`src/rtl/core/two_axis_rotator_position_controller_macros.svh`:
```
// Assertion macros used by the rotator controller top level.
`ifndef TWO_AXIS_ROTATOR_POSITION_CONTROLLER_MACROS_SVH
`define TWO_AXIS_ROTATOR_POSITION_CONTROLLER_MACROS_SVH

`ifndef NO_ASSERTIONS
// checked out of reset only
`define TRA_ASSERT(lbl, prop, msg) \
  lbl: assert property (@(posedge clk) disable iff (!rst_n) prop) else $error(msg);
// checked on every edge, reset included
`define TRA_ASSERT_ALWAYS(lbl, prop, msg) \
  lbl: assert property (@(posedge clk) prop) else $error(msg);
`else
`define TRA_ASSERT(lbl, prop, msg)
`define TRA_ASSERT_ALWAYS(lbl, prop, msg)
`endif

`endif

```
`src/rtl/core/tra_pkg.sv`:
```
// Types, constants and codes shared by the rotator controller modules.
package tra_pkg;

  localparam int CNT_W      = 24;  // signed pulse count width
  localparam int FRAC_W     = 8;   // fraction bits of the scale factors
  localparam int SCALE_W    = 16;
  localparam int POS_W      = 16;
  localparam int TOP_W      = 23;
  localparam int EDGE_W     = 4;
  localparam int OP_W       = 3;
  localparam int MODE_W     = 2;
  localparam int CFG_IDX_W  = 3;
  localparam int CFG_DATA_W = 23;

  localparam logic [CNT_W-1:0] CNT_HI = {1'b0, {(CNT_W-1){1'b1}}};
  localparam logic [CNT_W-1:0] CNT_LO = {1'b1, {(CNT_W-1){1'b0}}};

  localparam logic [SCALE_W-1:0] AZ_SCALE_RST = SCALE_W'(2916);
  localparam logic [SCALE_W-1:0] EL_SCALE_RST = SCALE_W'(2916);
  localparam logic [POS_W-1:0]   AZ_MAX_RST   = POS_W'(36000);
  localparam logic [POS_W-1:0]   EL_MAX_RST   = POS_W'(18000);
  localparam logic [TOP_W-1:0]   AZ_TOP_RST   = TOP_W'(3160);
  localparam logic [TOP_W-1:0]   EL_TOP_RST   = TOP_W'(1580);
  localparam logic [POS_W-1:0]   DEADBAND_RST = POS_W'(50);

  typedef enum logic [OP_W-1:0] {
    OP_TICK       = 3'd0,
    OP_SET_TARGET = 3'd1,
    OP_STOP       = 3'd2,
    OP_PARK       = 3'd3,
    OP_RIGHT      = 3'd4,
    OP_LEFT       = 3'd5,
    OP_UP         = 3'd6,
    OP_DOWN       = 3'd7
  } op_t;

  typedef enum logic [MODE_W-1:0] {
    MODE_IDLE   = 2'd0,
    MODE_TRACK  = 2'd1,
    MODE_MANUAL = 2'd2,
    MODE_PARK   = 2'd3
  } mode_t;

  // positive is right/up, negative is left/down
  typedef enum logic [1:0] {
    DIR_STOP = 2'd0,
    DIR_POS  = 2'd1,
    DIR_NEG  = 2'd2
  } dir_t;

  typedef enum logic [CFG_IDX_W-1:0] {
    CFG_AZ_SCALE = 3'd0,
    CFG_EL_SCALE = 3'd1,
    CFG_AZ_MAX   = 3'd2,
    CFG_EL_MAX   = 3'd3,
    CFG_AZ_TOP   = 3'd4,
    CFG_EL_TOP   = 3'd5,
    CFG_DEADBAND = 3'd6
  } cfg_reg_t;

  typedef struct packed {
    logic [SCALE_W-1:0] az_scale;
    logic [SCALE_W-1:0] el_scale;
    logic [POS_W-1:0]   az_max;
    logic [POS_W-1:0]   el_max;
    logic [TOP_W-1:0]   az_top;
    logic [TOP_W-1:0]   el_top;
    logic [POS_W-1:0]   deadband;
  } cfg_t;

  // per-axis update controls for one item
  typedef struct packed {
    logic tick;       // apply limit switch and encoder edges
    logic park;       // drive toward zero, goal cleared
    logic zero_cnt;   // park finished: count cleared
    logic run_loop;   // close the position loop
    logic load_goal;  // set target
    logic stop;       // stop, goal takes current position
    logic move_pos;
    logic move_neg;
  } axis_ctl_t;

endpackage

```
`src/rtl/core/tra_cfg.sv`:
```
// Configuration register file of the rotator controller.
module tra_cfg (
  input  logic                           clk,
  input  logic                           rst_n,
  input  logic                           cfg_valid,
  output logic                           cfg_ready,
  input  logic [tra_pkg::CFG_IDX_W-1:0]  cfg_index,
  input  logic [tra_pkg::CFG_DATA_W-1:0] cfg_data,
  output tra_pkg::cfg_t                  cfg
);
  import tra_pkg::*;

  cfg_t cfg_r, cfg_nxt;

  assign cfg_ready = 1'b1;
  assign cfg       = cfg_r;

  always_comb begin
    cfg_nxt = cfg_r;
    if (cfg_valid) begin
      unique case (cfg_reg_t'(cfg_index))
        CFG_AZ_SCALE: cfg_nxt.az_scale = cfg_data[SCALE_W-1:0];
        CFG_EL_SCALE: cfg_nxt.el_scale = cfg_data[SCALE_W-1:0];
        CFG_AZ_MAX:   cfg_nxt.az_max   = cfg_data[POS_W-1:0];
        CFG_EL_MAX:   cfg_nxt.el_max   = cfg_data[POS_W-1:0];
        CFG_AZ_TOP:   cfg_nxt.az_top   = cfg_data[TOP_W-1:0];
        CFG_EL_TOP:   cfg_nxt.el_top   = cfg_data[TOP_W-1:0];
        CFG_DEADBAND: cfg_nxt.deadband = cfg_data[POS_W-1:0];
        default:      cfg_nxt = cfg_r;
      endcase
    end
  end

  always_ff @(posedge clk) begin
    if (!rst_n) begin
      cfg_r.az_scale <= AZ_SCALE_RST;
      cfg_r.el_scale <= EL_SCALE_RST;
      cfg_r.az_max   <= AZ_MAX_RST;
      cfg_r.el_max   <= EL_MAX_RST;
      cfg_r.az_top   <= AZ_TOP_RST;
      cfg_r.el_top   <= EL_TOP_RST;
      cfg_r.deadband <= DEADBAND_RST;
    end else begin
      cfg_r <= cfg_nxt;
    end
  end

endmodule

```
`src/rtl/core/tra_ctrl.sv`:
```
// Mode register and opcode decode into per-axis update controls.
module tra_ctrl (
  input  logic               clk,
  input  logic               rst_n,
  input  logic               adv,
  input  tra_pkg::op_t       opcode,
  input  logic               az_limit_n,
  input  logic               el_limit_n,
  output tra_pkg::axis_ctl_t az_ctl,
  output tra_pkg::axis_ctl_t el_ctl,
  output tra_pkg::mode_t     mode_nxt
);
  import tra_pkg::*;

  mode_t mode_r;

  always_comb begin
    az_ctl   = '0;
    el_ctl   = '0;
    mode_nxt = mode_r;
    unique case (opcode)
      OP_TICK: begin
        az_ctl.tick = 1'b1;
        el_ctl.tick = 1'b1;
        if (mode_r == MODE_PARK) begin
          az_ctl.park = 1'b1;
          el_ctl.park = 1'b1;
          // both axes home: parking is done
          if (!az_limit_n && !el_limit_n) begin
            az_ctl.zero_cnt = 1'b1;
            el_ctl.zero_cnt = 1'b1;
            mode_nxt        = MODE_IDLE;
          end
        end else if (mode_r != MODE_MANUAL) begin
          az_ctl.run_loop = 1'b1;
          el_ctl.run_loop = 1'b1;
        end
      end
      OP_SET_TARGET: begin
        az_ctl.load_goal = 1'b1;
        el_ctl.load_goal = 1'b1;
        mode_nxt         = MODE_TRACK;
      end
      OP_STOP: begin
        az_ctl.stop = 1'b1;
        el_ctl.stop = 1'b1;
        mode_nxt    = MODE_IDLE;
      end
      OP_PARK: mode_nxt = MODE_PARK;
      OP_RIGHT: begin
        az_ctl.move_pos = 1'b1;
        mode_nxt        = MODE_MANUAL;
      end
      OP_LEFT: begin
        az_ctl.move_neg = 1'b1;
        mode_nxt        = MODE_MANUAL;
      end
      OP_UP: begin
        el_ctl.move_pos = 1'b1;
        mode_nxt        = MODE_MANUAL;
      end
      OP_DOWN: begin
        el_ctl.move_neg = 1'b1;
        mode_nxt        = MODE_MANUAL;
      end
    endcase
  end

  always_ff @(posedge clk) begin
    if (!rst_n) begin
      mode_r <= MODE_IDLE;
    end else if (adv) begin
      mode_r <= mode_nxt;
    end
  end

endmodule

```
`src/rtl/core/tra_axis.sv`:
```
// One rotator axis: pulse count, drive direction, goal and position loop.
module tra_axis (
  input  logic                         clk,
  input  logic                         rst_n,
  input  logic                         adv,
  input  tra_pkg::axis_ctl_t           ctl,
  input  logic [tra_pkg::EDGE_W-1:0]   edges,
  input  logic                         limit_n,
  input  logic [tra_pkg::POS_W-1:0]    target,
  input  logic [tra_pkg::SCALE_W-1:0]  scale,
  input  logic [tra_pkg::POS_W-1:0]    max_pos,
  input  logic [tra_pkg::TOP_W-1:0]    top_count,
  input  logic [tra_pkg::POS_W-1:0]    deadband,
  output tra_pkg::dir_t                dir_nxt,
  output logic [tra_pkg::POS_W-1:0]    pos_nxt
);
  import tra_pkg::*;

  localparam int EXT_W  = ((CNT_W > TOP_W) ? CNT_W : TOP_W) + 1;
  localparam int PROD_W = CNT_W - 1 + SCALE_W + 1;  // product plus rounding carry
  localparam logic [PROD_W-1:0] HALF = PROD_W'(1) << (FRAC_W - 1);

  logic [CNT_W-1:0] count_r, count_nxt;
  dir_t             dir_r;
  logic [POS_W-1:0] goal_r, goal_nxt;

  logic [CNT_W-1:0] cnt_a, cnt_b;
  dir_t             dir_a;
  logic [POS_W-1:0] pos_b;

  // top count clipped to the positive count range
  function automatic logic [CNT_W-1:0] sat_top(input logic [TOP_W-1:0] top);
    logic [EXT_W-1:0] t;
    t = EXT_W'(top);
    if (t > EXT_W'(CNT_HI)) begin
      return CNT_HI;
    end
    return t[CNT_W-1:0];
  endfunction

  function automatic logic [CNT_W-1:0] add_sat(input logic [CNT_W-1:0]  cnt,
                                               input logic [EDGE_W-1:0] e,
                                               input logic              sub);
    logic [CNT_W:0] s;
    logic [CNT_W:0] ext;
    ext = (CNT_W+1)'(e);
    s   = sub ? ({cnt[CNT_W-1], cnt} - ext) : ({cnt[CNT_W-1], cnt} + ext);
    if (s[CNT_W] != s[CNT_W-1]) begin
      return s[CNT_W] ? CNT_LO : CNT_HI;
    end
    return s[CNT_W-1:0];
  endfunction

  // (count * scale + half) >> FRAC_W, zero for non-positive counts, clamped to max
  function automatic logic [POS_W-1:0] pos_of(input logic [CNT_W-1:0]   cnt,
                                              input logic [SCALE_W-1:0] sc,
                                              input logic [POS_W-1:0]   mx);
    logic [PROD_W-1:0] prod;
    logic [PROD_W-1:0] rnd;
    prod = PROD_W'(cnt[CNT_W-2:0]) * PROD_W'(sc);
    rnd  = (prod + HALF) >> FRAC_W;
    if (cnt[CNT_W-1] || (cnt == '0)) begin
      return '0;
    end
    if (rnd > PROD_W'(mx)) begin
      return mx;
    end
    return rnd[POS_W-1:0];
  endfunction

  always_comb begin
    dir_a = dir_r;
    cnt_a = count_r;
    cnt_b = count_r;
    if (ctl.tick) begin
      if (!limit_n) begin
        dir_a = DIR_STOP;
        if (dir_r == DIR_POS) begin
          cnt_a = sat_top(top_count);
        end else if (dir_r == DIR_NEG) begin
          cnt_a = '0;
        end
      end
      // edges counted with the direction held before the limit took effect
      cnt_b = cnt_a;
      if (dir_r == DIR_POS) begin
        cnt_b = add_sat(cnt_a, edges, 1'b0);
      end else if (dir_r == DIR_NEG) begin
        cnt_b = add_sat(cnt_a, edges, 1'b1);
      end
    end
  end

  assign pos_b = pos_of(cnt_b, scale, max_pos);

  always_comb begin
    dir_nxt   = dir_a;
    count_nxt = cnt_b;
    goal_nxt  = goal_r;
    pos_nxt   = pos_b;
    if (ctl.park) begin
      goal_nxt = '0;
      dir_nxt  = DIR_NEG;
      if (ctl.zero_cnt) begin
        count_nxt = '0;
        pos_nxt   = '0;
      end
    end
    if (ctl.run_loop) begin
      if ((goal_r > pos_b) && ((goal_r - pos_b) > deadband)) begin
        dir_nxt = DIR_POS;
      end else if ((pos_b > goal_r) && ((pos_b - goal_r) > deadband)) begin
        dir_nxt = DIR_NEG;
      end else begin
        dir_nxt = DIR_STOP;
      end
    end
    if (ctl.load_goal) begin
      goal_nxt = (target > max_pos) ? max_pos : target;
    end
    if (ctl.stop) begin
      dir_nxt  = DIR_STOP;
      goal_nxt = pos_b;
    end
    if (ctl.move_pos) begin
      dir_nxt = DIR_POS;
    end
    if (ctl.move_neg) begin
      dir_nxt = DIR_NEG;
    end
  end

  always_ff @(posedge clk) begin
    if (!rst_n) begin
      count_r <= '0;
      dir_r   <= DIR_STOP;
      goal_r  <= '0;
    end else if (adv) begin
      count_r <= count_nxt;
      dir_r   <= dir_nxt;
      goal_r  <= goal_nxt;
    end
  end

endmodule

```
`src/rtl/core/two_axis_rotator_position_controller.sv`:
```
// Top level of the two-axis rotator position controller.
// An accepted item goes into an input register; once the output register is free or being
// emptied, the axis logic applies it to the state and the result lands in an output register
// that drives out_valid and the status outputs. With out_ready high one item is taken every
// cycle; while a result waits on out_ready, one further item is held in the input register
// and in_ready then drops. The per-cycle state loop holds a saturating count update, one
// 23x16-bit multiply per axis (count to position) and the deadband compare. Configuration
// writes are taken every cycle (cfg_ready is tied high) and belong in idle periods only.
module two_axis_rotator_position_controller (
  input  logic                           clk,
  input  logic                           rst_n,
  input  logic                           cfg_valid,
  output logic                           cfg_ready,
  input  logic [tra_pkg::CFG_IDX_W-1:0]  cfg_index,
  input  logic [tra_pkg::CFG_DATA_W-1:0] cfg_data,
  input  logic                           in_valid,
  output logic                           in_ready,
  input  logic [tra_pkg::OP_W-1:0]       in_opcode,
  input  logic [tra_pkg::POS_W-1:0]      in_target_az,
  input  logic [tra_pkg::POS_W-1:0]      in_target_el,
  input  logic [tra_pkg::EDGE_W-1:0]     in_az_edges,
  input  logic [tra_pkg::EDGE_W-1:0]     in_el_edges,
  input  logic                           in_az_limit_n,
  input  logic                           in_el_limit_n,
  output logic                           out_valid,
  input  logic                           out_ready,
  output logic                           out_drive_right,
  output logic                           out_drive_left,
  output logic                           out_drive_up,
  output logic                           out_drive_down,
  output logic [tra_pkg::POS_W-1:0]      out_az_position,
  output logic [tra_pkg::POS_W-1:0]      out_el_position,
  output logic [tra_pkg::MODE_W-1:0]     out_mode
);
  import tra_pkg::*;

  `include "two_axis_rotator_position_controller_macros.svh"

  cfg_t cfg;

  // input register
  logic              in_vld_r;
  op_t               op_r;
  logic [POS_W-1:0]  taz_r, tel_r;
  logic [EDGE_W-1:0] aze_r, ele_r;
  logic              azl_r, ell_r;

  // output register
  logic              out_vld_r;
  logic              drv_r_r, drv_l_r, drv_u_r, drv_d_r;
  logic [POS_W-1:0]  azp_r, elp_r;
  mode_t             mode_out_r;

  logic       adv;
  axis_ctl_t  az_ctl, el_ctl;
  mode_t      mode_nxt;
  dir_t       az_dir_nxt, el_dir_nxt;
  logic [POS_W-1:0] az_pos_nxt, el_pos_nxt;

  // the held item moves on when the output register is free or being emptied
  assign adv      = in_vld_r && (!out_vld_r || out_ready);
  assign in_ready = !in_vld_r || adv;

  tra_cfg u_cfg (
    .clk       (clk),
    .rst_n     (rst_n),
    .cfg_valid (cfg_valid),
    .cfg_ready (cfg_ready),
    .cfg_index (cfg_index),
    .cfg_data  (cfg_data),
    .cfg       (cfg)
  );

  tra_ctrl u_ctrl (
    .clk        (clk),
    .rst_n      (rst_n),
    .adv        (adv),
    .opcode     (op_r),
    .az_limit_n (azl_r),
    .el_limit_n (ell_r),
    .az_ctl     (az_ctl),
    .el_ctl     (el_ctl),
    .mode_nxt   (mode_nxt)
  );

  tra_axis u_az (
    .clk       (clk),
    .rst_n     (rst_n),
    .adv       (adv),
    .ctl       (az_ctl),
    .edges     (aze_r),
    .limit_n   (azl_r),
    .target    (taz_r),
    .scale     (cfg.az_scale),
    .max_pos   (cfg.az_max),
    .top_count (cfg.az_top),
    .deadband  (cfg.deadband),
    .dir_nxt   (az_dir_nxt),
    .pos_nxt   (az_pos_nxt)
  );

  tra_axis u_el (
    .clk       (clk),
    .rst_n     (rst_n),
    .adv       (adv),
    .ctl       (el_ctl),
    .edges     (ele_r),
    .limit_n   (ell_r),
    .target    (tel_r),
    .scale     (cfg.el_scale),
    .max_pos   (cfg.el_max),
    .top_count (cfg.el_top),
    .deadband  (cfg.deadband),
    .dir_nxt   (el_dir_nxt),
    .pos_nxt   (el_pos_nxt)
  );

  always_ff @(posedge clk) begin
    if (!rst_n) begin
      in_vld_r <= 1'b0;
    end else if (in_ready) begin
      in_vld_r <= in_valid;
    end
  end

  always_ff @(posedge clk) begin
    if (in_valid && in_ready) begin
      op_r  <= op_t'(in_opcode);
      taz_r <= in_target_az;
      tel_r <= in_target_el;
      aze_r <= in_az_edges;
      ele_r <= in_el_edges;
      azl_r <= in_az_limit_n;
      ell_r <= in_el_limit_n;
    end
  end

  always_ff @(posedge clk) begin
    if (!rst_n) begin
      out_vld_r <= 1'b0;
    end else if (adv) begin
      out_vld_r <= 1'b1;
    end else if (out_ready) begin
      out_vld_r <= 1'b0;
    end
  end

  always_ff @(posedge clk) begin
    if (adv) begin
      drv_r_r    <= (az_dir_nxt == DIR_POS);
      drv_l_r    <= (az_dir_nxt == DIR_NEG);
      drv_u_r    <= (el_dir_nxt == DIR_POS);
      drv_d_r    <= (el_dir_nxt == DIR_NEG);
      azp_r      <= az_pos_nxt;
      elp_r      <= el_pos_nxt;
      mode_out_r <= mode_nxt;
    end
  end

  assign out_valid       = out_vld_r;
  assign out_drive_right = drv_r_r;
  assign out_drive_left  = drv_l_r;
  assign out_drive_up    = drv_u_r;
  assign out_drive_down  = drv_d_r;
  assign out_az_position = azp_r;
  assign out_el_position = elp_r;
  assign out_mode        = mode_out_r;

  `TRA_ASSERT(a_in_held, (in_valid && in_ready) |=> in_vld_r, "input transfer not captured")
  `TRA_ASSERT(a_adv_out, adv |=> out_vld_r, "processed item produced no result")
  `TRA_ASSERT(a_drive_excl, out_vld_r |-> !(drv_r_r && drv_l_r) && !(drv_u_r && drv_d_r), "opposing drives on together")
  `TRA_ASSERT_ALWAYS(a_rst_empty, !rst_n |=> !out_vld_r && !in_vld_r, "pipeline not empty after reset")

endmodule

```
`config.mk`:
```
export PLATFORM = sky130hd
export DESIGN_NAME = two_axis_rotator_position_controller
export DESIGN_NICKNAME = d
export VERILOG_FILES = /design/src/rtl/core/tra_pkg.sv /design/src/rtl/core/tra_cfg.sv /design/src/rtl/core/tra_ctrl.sv /design/src/rtl/core/tra_axis.sv /design/src/rtl/core/two_axis_rotator_position_controller.sv
export VERILOG_INCLUDE_DIRS = /design/src /design/src/rtl/core
export SDC_FILE = /design/constraint.sdc
export NUM_CORES = 2
export LEC_CHECK = 0
export BUFFER_PORTS_ARGS = -buffer_cell sky130_fd_sc_hd__buf_2
export CAP_MARGIN = 15
export CORE_ASPECT_RATIO = 0.7
export CORE_MARGIN = 3
export CORE_UTILIZATION = 50
export CTS_CLUSTER_SIZE = 12
export DETAILED_ROUTE_END_ITERATION = 10
export PLACE_DENSITY = 0.73
export SYNTH_ARGS = -nofsm -noshare
export SYNTH_HDL_FRONTEND = slang
export SYNTH_SLANG_ARGS = --single-unit
export TNS_END_PERCENT = 30
```
`constraint.sdc`:
```
create_clock -name clk -period 43.1 [get_ports clk]
set_input_delay 8.62 -clock clk [delete_from_list [all_inputs] [get_ports clk]]
set_output_delay 8.62 -clock clk [all_outputs]
set_load 0.01 [all_outputs]
```
Word-level counts from Yosys, hierarchy flattened
Cells that the tools add are included.
Widths: inputs -> output; s select.
Cells by class
  shift-type cells: 0
  add/sub/neg operators: 10
  multiplexer cells: 103
  divide/modulo/power cells: 0
  order comparisons: 12
  equal/unequal tests: 27
  bitwise gates (word level): 0
  reductions and logical operators: 30
  $mul: 2
Operator list (number)
  $mux 24: 30
  $mux 16: 19
  $gt 16x16->1: 10
  $add 39x8->40 const B: 2
  $mul 23x16->39: 2
  $gt 32x16->1: 2
  $sub 16x16->16: 4
  $add 24x5->25: 2
  $sub 24x5->25: 2
  $logic_not 24->1: 2
  $mux 2: 21
  $mux 1: 31
  $eq 3x3->1 const B: 7
  $reduce_and 2->1: 8
  $eq 3x2->1 const B: 4
  $eq 2x2->1 const B: 5
  $pmux 2 s5: 1
  $eq 2x1->1 const B: 4
  $logic_and 1x1->1: 7
  $eq 3x1->1 const B: 2
  $logic_not 3->1: 2
  $logic_not 1->1: 4
  $logic_or 1x1->1: 4
  $mux 4: 1
  other kinds (5): 8
Word-level totals
  bits in read-only memories: 0
  output and inout bits: 41
  latch bits: 0
  input bits: 76
  word-level logic and storage cells: 214
  register bits: 297
  RAM bits: 0
  memories kept: 0

Longest topological paths before layout
  word-level depth: 33
  depth in mapped cells: 90
  gate-level depth less buffers: 80

Hierarchy
Synthesis repeated with hierarchy kept, for this count alone.
Unflattened totals
  cell total of the unflattened synthesis: 5990
  area, all modules: 50704.9 sq um
By module, submodules not included
  tra_axis at u_el: cells an instance 2690, area each 21703.3 sq um, times used 1, sequential area each 840.8 sq um
  tra_axis at u_az: cells an instance 2706, area each 21291.7 sq um, times used 1, sequential area each 840.8 sq um
  tra_cfg: cells an instance 462, area each 4807.1 sq um, times used 1, sequential area each 2522.4 sq um
  two_axis_rotator_position_controller: cells an instance 96, area each 2611.3 sq um, times used 1, sequential area each 2532.4 sq um
  tra_ctrl: cells an instance 36, area each 291.5 sq um, times used 1, sequential area each 40.0 sq um

Least setup slack after synthesis
Ideal clock, no wire load.
  path type: input to output
  start: input out_ready
  end: output in_ready
  stages on the path: 2
  data required time: 34.480 ns
  data arrival time: 8.918 ns
  slack: 25.562 ns
  buffers on the path: 0
  cell sequence: nor2b_1 > nand2_1
Between the ends
  longest elaborated chain between the ends: 3
Ends and longest elaborated chain
  from (decl): RTL line two_axis_rotator_position_controller.sv:26  | input logic out_ready,
  $logic_or 1x1->1: RTL line two_axis_rotator_position_controller.sv:61  | assign adv = in_vld_r && (!out_vld_r || out_ready);
  $logic_and 1x1->1: RTL line two_axis_rotator_position_controller.sv:61
  $logic_or 1x1->1: RTL line two_axis_rotator_position_controller.sv:62  | assign in_ready = !in_vld_r || adv;
  to (decl): RTL line two_axis_rotator_position_controller.sv:17  | output logic in_ready,
Every way passes these cells.

Worst setup path after layout
  start: register u_el.dir_r[0]
  end: register u_el.dir_r[1]
Between the ends
  longest elaborated chain between the ends: 31
  elaborated cells between the ends (all ways): 51
  classes of those cells: add/sub (5); mul (1); order compare (5); eq/ne (4); mux (32); reduce/logical (4)
Ends and longest elaborated chain
  from (decl): RTL line tra_axis.sv:24  | dir_t dir_r;
  from (signal assigned): RTL line tra_axis.sv:140  | dir_r <= dir_nxt;
  $eq 2x2->1: RTL line tra_axis.sv:80, tra_axis.sv:88
  $mux 24: RTL line tra_axis.sv:80  | end else if (dir_r == DIR_NEG) begin
  $mux 24: RTL line tra_axis.sv:78  | if (dir_r == DIR_POS) begin
  $mux 24: RTL line tra_axis.sv:76  | if (!limit_n) begin
  $mux 24: RTL line tra_axis.sv:75  | if (ctl.tick) begin
  $sub 24x5->25
  $ne 1x1->1: RTL line tra_axis.sv:48  | if (s[CNT_W] != s[CNT_W-1]) begin
  $mux 1: RTL line tra_axis.sv:48
  [15 not listed]
  $gt 16x16->1: RTL line tra_axis.sv:112  | end else if ((pos_b > goal_r) && ((pos_b - goal_r) > deadband)) begin
  $logic_and 1x1->1: RTL line tra_axis.sv:112
  $mux 2: RTL line tra_axis.sv:112
  $mux 2 *: RTL line tra_axis.sv:110  | if ((goal_r > pos_b) && ((goal_r - pos_b) > deadband)) begin
  $mux 2 *: RTL line tra_axis.sv:109  | if (ctl.run_loop) begin
  $mux 2 *: RTL line tra_axis.sv:121  | if (ctl.stop) begin
  $mux 2 *: RTL line tra_axis.sv:125  | if (ctl.move_pos) begin
  $mux 2 *: RTL line tra_axis.sv:128  | if (ctl.move_neg) begin
Mark *: on every way between the ends. The rest lies on a longest branch, timed or not. The select of a mux whose other input is x is not followed.
A chain may end at the register's enable or synchronous reset.

==> impl_results.md <==
- Element type at the critical path end: flip-flop
- Placed inst area: between 50000 and 60000 sq um
- Simple-gate share of the synthesized area: 0.2161
- Cells after Synth: 6011
- Placer Congestion: ~0.98
- Measured slew at the worst slew-check pin: 1271 ps
- All-layer global routing usage: 0.3137
- Number of cells traversed by the worst hold path: 2
- Largest vdd supply drop: a little under 0.03 mV
- Final WL: 162900 um
- Largest area contributor in the synthesized netlist: fa_1
- Number of input and output port buffers inserted: around 120
- Part of the total power dissipated in the clock network: 0.277
- Cell types with the largest area share after synthesis: fa_1, ha_1, dfxtp_1, inv_1, nand2_1
- Slack of the worst reg-to-reg path: 23720 ps
- Portion of synthesized cell area occupied by the leading cell type: 0.2400
- Syn Nets: 7145
- Worst R2R Start: u_el.dir_r[0]
- Clock latency reported for the late side of the worst-skew pair: 630 ps
- Highest achievable clock rate: approximately 52 MHz
- Detailed-placement wirelength estimate: between 100000 and 150000 um
- Min-delay src: u_cfg.cfg[47]
- Compound-Gate Fraction of Synth Area: 0.1615
- Via count of the first global-routing pass: 42720
- Post-synth EDFFs: 83
- Worst path slowest cell: nor3_2
- Part of the power in registers: 0.244
- Crit Reg-Reg Endpoint: u_el.dir_r[1]
- Cell class contributing the biggest share of worst-path delay: compound AO/OA/AOI/OAI gates
- Number of instances resized during post-cts repair: 0
- Clock sinks: 297
- Buf+Inv Stages, Crit Path: 8
- Average via count per standard cell: 6.010
- Number of maximum-capacitance constraint violations: 0
- Switching Fraction: 0.4238
- # nets final: between 7000 and 8000
- Category of the critical setup timing path: reg2reg
- GRT overflow: 0
- Synth-to-Final Area Change: 6.423%
- Delay contributed by the slowest stage of the critical path: 790 ps
- Number of nets with antenna violations after routing: 0
- Reg2Reg Depth: 78
- Unrepaired setup endpoints after global routing: false
- Final-layout setup total negative slack: 0 ps
- Inserted Clock Buffers: 38
- Synthesized-area fraction occupied by adder cells: 0.3571
- Net switching power: 0.5403 mW
- Most common cell after layout, fill and taps aside: inv_1
- Endpoint of the worst hold-timing path: u_cfg.cfg[47]
- YS warnings: 0
- Violation count after the first detailed-routing iteration: 5325
- Antenna violations before repair: 10
- Portion of the post-synthesis area used by sequential elements: 0.1367
- Total of endpoints with negative setup slack in the final report: 0
- Time the worst path needs with I/O delays and setup: 19380 ps
- Library cell used as clock root buffer: clkbuf_16
- Maximum number of pins on one net before global-route repair: 121
- Worst slack on hold paths: around 460 ps
- Setup clock skew after layout: 60.58 ps
- Final design area excluding fillers: 52740 sq um
- Pre-antenna DRT Iters: 8
- Ratio of total power to cell area: ~24 nW/um^2
- Die Span Y: 269.4 um
- Worst min-delay path class: reg2reg
- Flops & latches, synth: 297
- Number of design rule violations left after detail routing: 0
- Placement Rows: 95
- Leakage power total: between 20 and 25 nW
- Result of the run: complete, no violations
- Startpoint types: flip-flop
- Cell area after synthesis: 49560 sq um
- Final Hold Fails: 0
- Placeable core area: roughly 100000 sq um
- H-tree levels: 2
- Fraction of the cycle the final worst path needs: 0.4496
- Commonest cells after routing, fill and taps aside: inv_1, nand2_1, fa_1
- Clock tree from TritonCTS: yes
- Post-CTS Setup Inserts: 0
- Fraction of final layout cells sized beyond drive strength 1: 0.06554
- Share of total power in combinational logic: 0.479
- Effective utilization at floorplan: 0.5103
- Main combinational cell family by area after synthesis: adder cells
- Xor/xnor share of the synthesized area: 0.02739
- Largest fanout of any net on the critical path: 46
- Multiplexer share of the synthesized area: 0.007322
- Number of distinct library cells after synthesis: 108
- Clock slew at the register clock pins of the worst setup and hold paths: 60 ps
- Via count of the routed design: 43750
- Dominant register cell in the synthesized netlist: dfxtp_1
- Final count of pins violating max slew: 0
- Slew HR: 0.1527
- CP Data Required Time: 43610 ps
- FFs w/ async S/R, synth: 0
- Wire length of the first global-routing pass: 254800 um
- Max clock buf depth: 3
- Average wire per cell in the routed design: roughly 22 um
- Pint: 0.7347 mW
- Die area: 103000 sq um
- Die Wd: 382.3 um
- Hold_buf cts: 0
- Number of I/O pins: 117
- Data arrival time of the critical path: 19880 ps
- Syn Area/Cell: 8.244 sq um
==> metrics by stage <==
step                      total power, mW  worst slack [ps]    util  std cells
after floorplan                    0.7440             25560       -       6011
after global placement             0.9034             24460  0.5286       7204
after detailed placement           0.9054             24500  0.5286       7204
after CTS                           1.264             24350  0.5423       7272
after global routing                1.353             22420  0.5430       7275
final                               1.275             23720  0.5431       7279
==> tightest hold or removal path, stage by stage (launching register included) <==
cell,delay (ps)
dfxtp_1,300
nand2_1,50
a21boi_0,60
==> layout make-up <==
type | count | area (sq um)
clock buffers | 46 | 1054
fillers | 9005 | 44370
repair buffers | 213 | 1365
flip-flops and latches | 297 | 6777
multi-input cells | 4518 | 38350
well taps | 1309 | 1638
inverters | 870 | 3266
diodes | 4 | 10.01
clock inverters | 22 | 276.5
==> worst max path at each step <==
| stage | startpoint | to | slack, ps | cells after the start |
|---|---|---|---|---|
| after CTS | u_el.dir_r[0] | u_el.dir_r[1] | 24350 | 78 |
| final | u_el.dir_r[0] | u_el.dir_r[1] | 23720 | 78 |
| after detailed placement | u_el.dir_r[0] | u_el.dir_r[1] | 24500 | 78 |
| after global placement | u_az.dir_r[1] | out_drive_left | 24460 | 68 |
| after floorplan | out_ready | in_ready | 25560 | 2 |
| after global routing | u_el.dir_r[0] | u_el.dir_r[1] | 22420 | 78 |
==> sequential cells by signal (all words and copies together) (netlist names), 4 cells and up <==
signal	flops
ele_r	4
u_el.goal_r	16
out_az_position	16
out_el_position	16
taz_r	16
u_az.count_r	24
tel_r	16
u_el.count_r	24
u_az.goal_r	16
aze_r	4
u_cfg.cfg	126
==> per-layer routing <==
layer	routed length (um)	track usage	vias up
met4	3400	0.06524	14
met3	22180	0.1094	252
met2	63720	0.4304	2436
li1	-	-	19660
met5	109	0	-
met1	73540	0.4714	21390
==> kinds of logic after synthesis <==
| group | Yosys count |
|---|---|
| simple gates | 2124 |
| fa+ha+maj | 1058 |
| compound gates | 1144 |
| other cells | 1 |
| buf+inv | 1196 |
| flops | 297 |
| mux | 36 |
| xor+xnor | 155 |
==> power by group through the flow <==
stage	Combinational (mW)	Clock, mW	Sequential [mW]
finish	0.611	0.353	0.311
global route	0.673	0.368	0.312
CTS	0.596	0.358	0.310
detailed placement	0.589	0	0.316
global placement	0.587	0	0.316
floorplan	0.431	0	0.313
==> cells in the mapped netlist (all sizes together) (50+ instances only) <==
| cell | n |
|---|---|
| nand4 | 79 |
| a21boi | 104 |
| o21bai | 50 |
| xnor2 | 94 |
| xor2 | 61 |
| nor2b | 151 |
| nand2b | 58 |
| nor3 | 90 |
| ha | 464 |
| o21ai | 213 |
| nand3 | 102 |
| clkbuf | 277 |
| a21o | 100 |
| nor2 | 200 |
| nand2 | 826 |
| and3 | 64 |
| a21oi | 287 |
| fa | 594 |
| and2 | 406 |
| inv | 869 |
| edfxtp | 83 |
| dfxtp | 214 |
No activity file was read; power rests on OpenSTA's default activity.
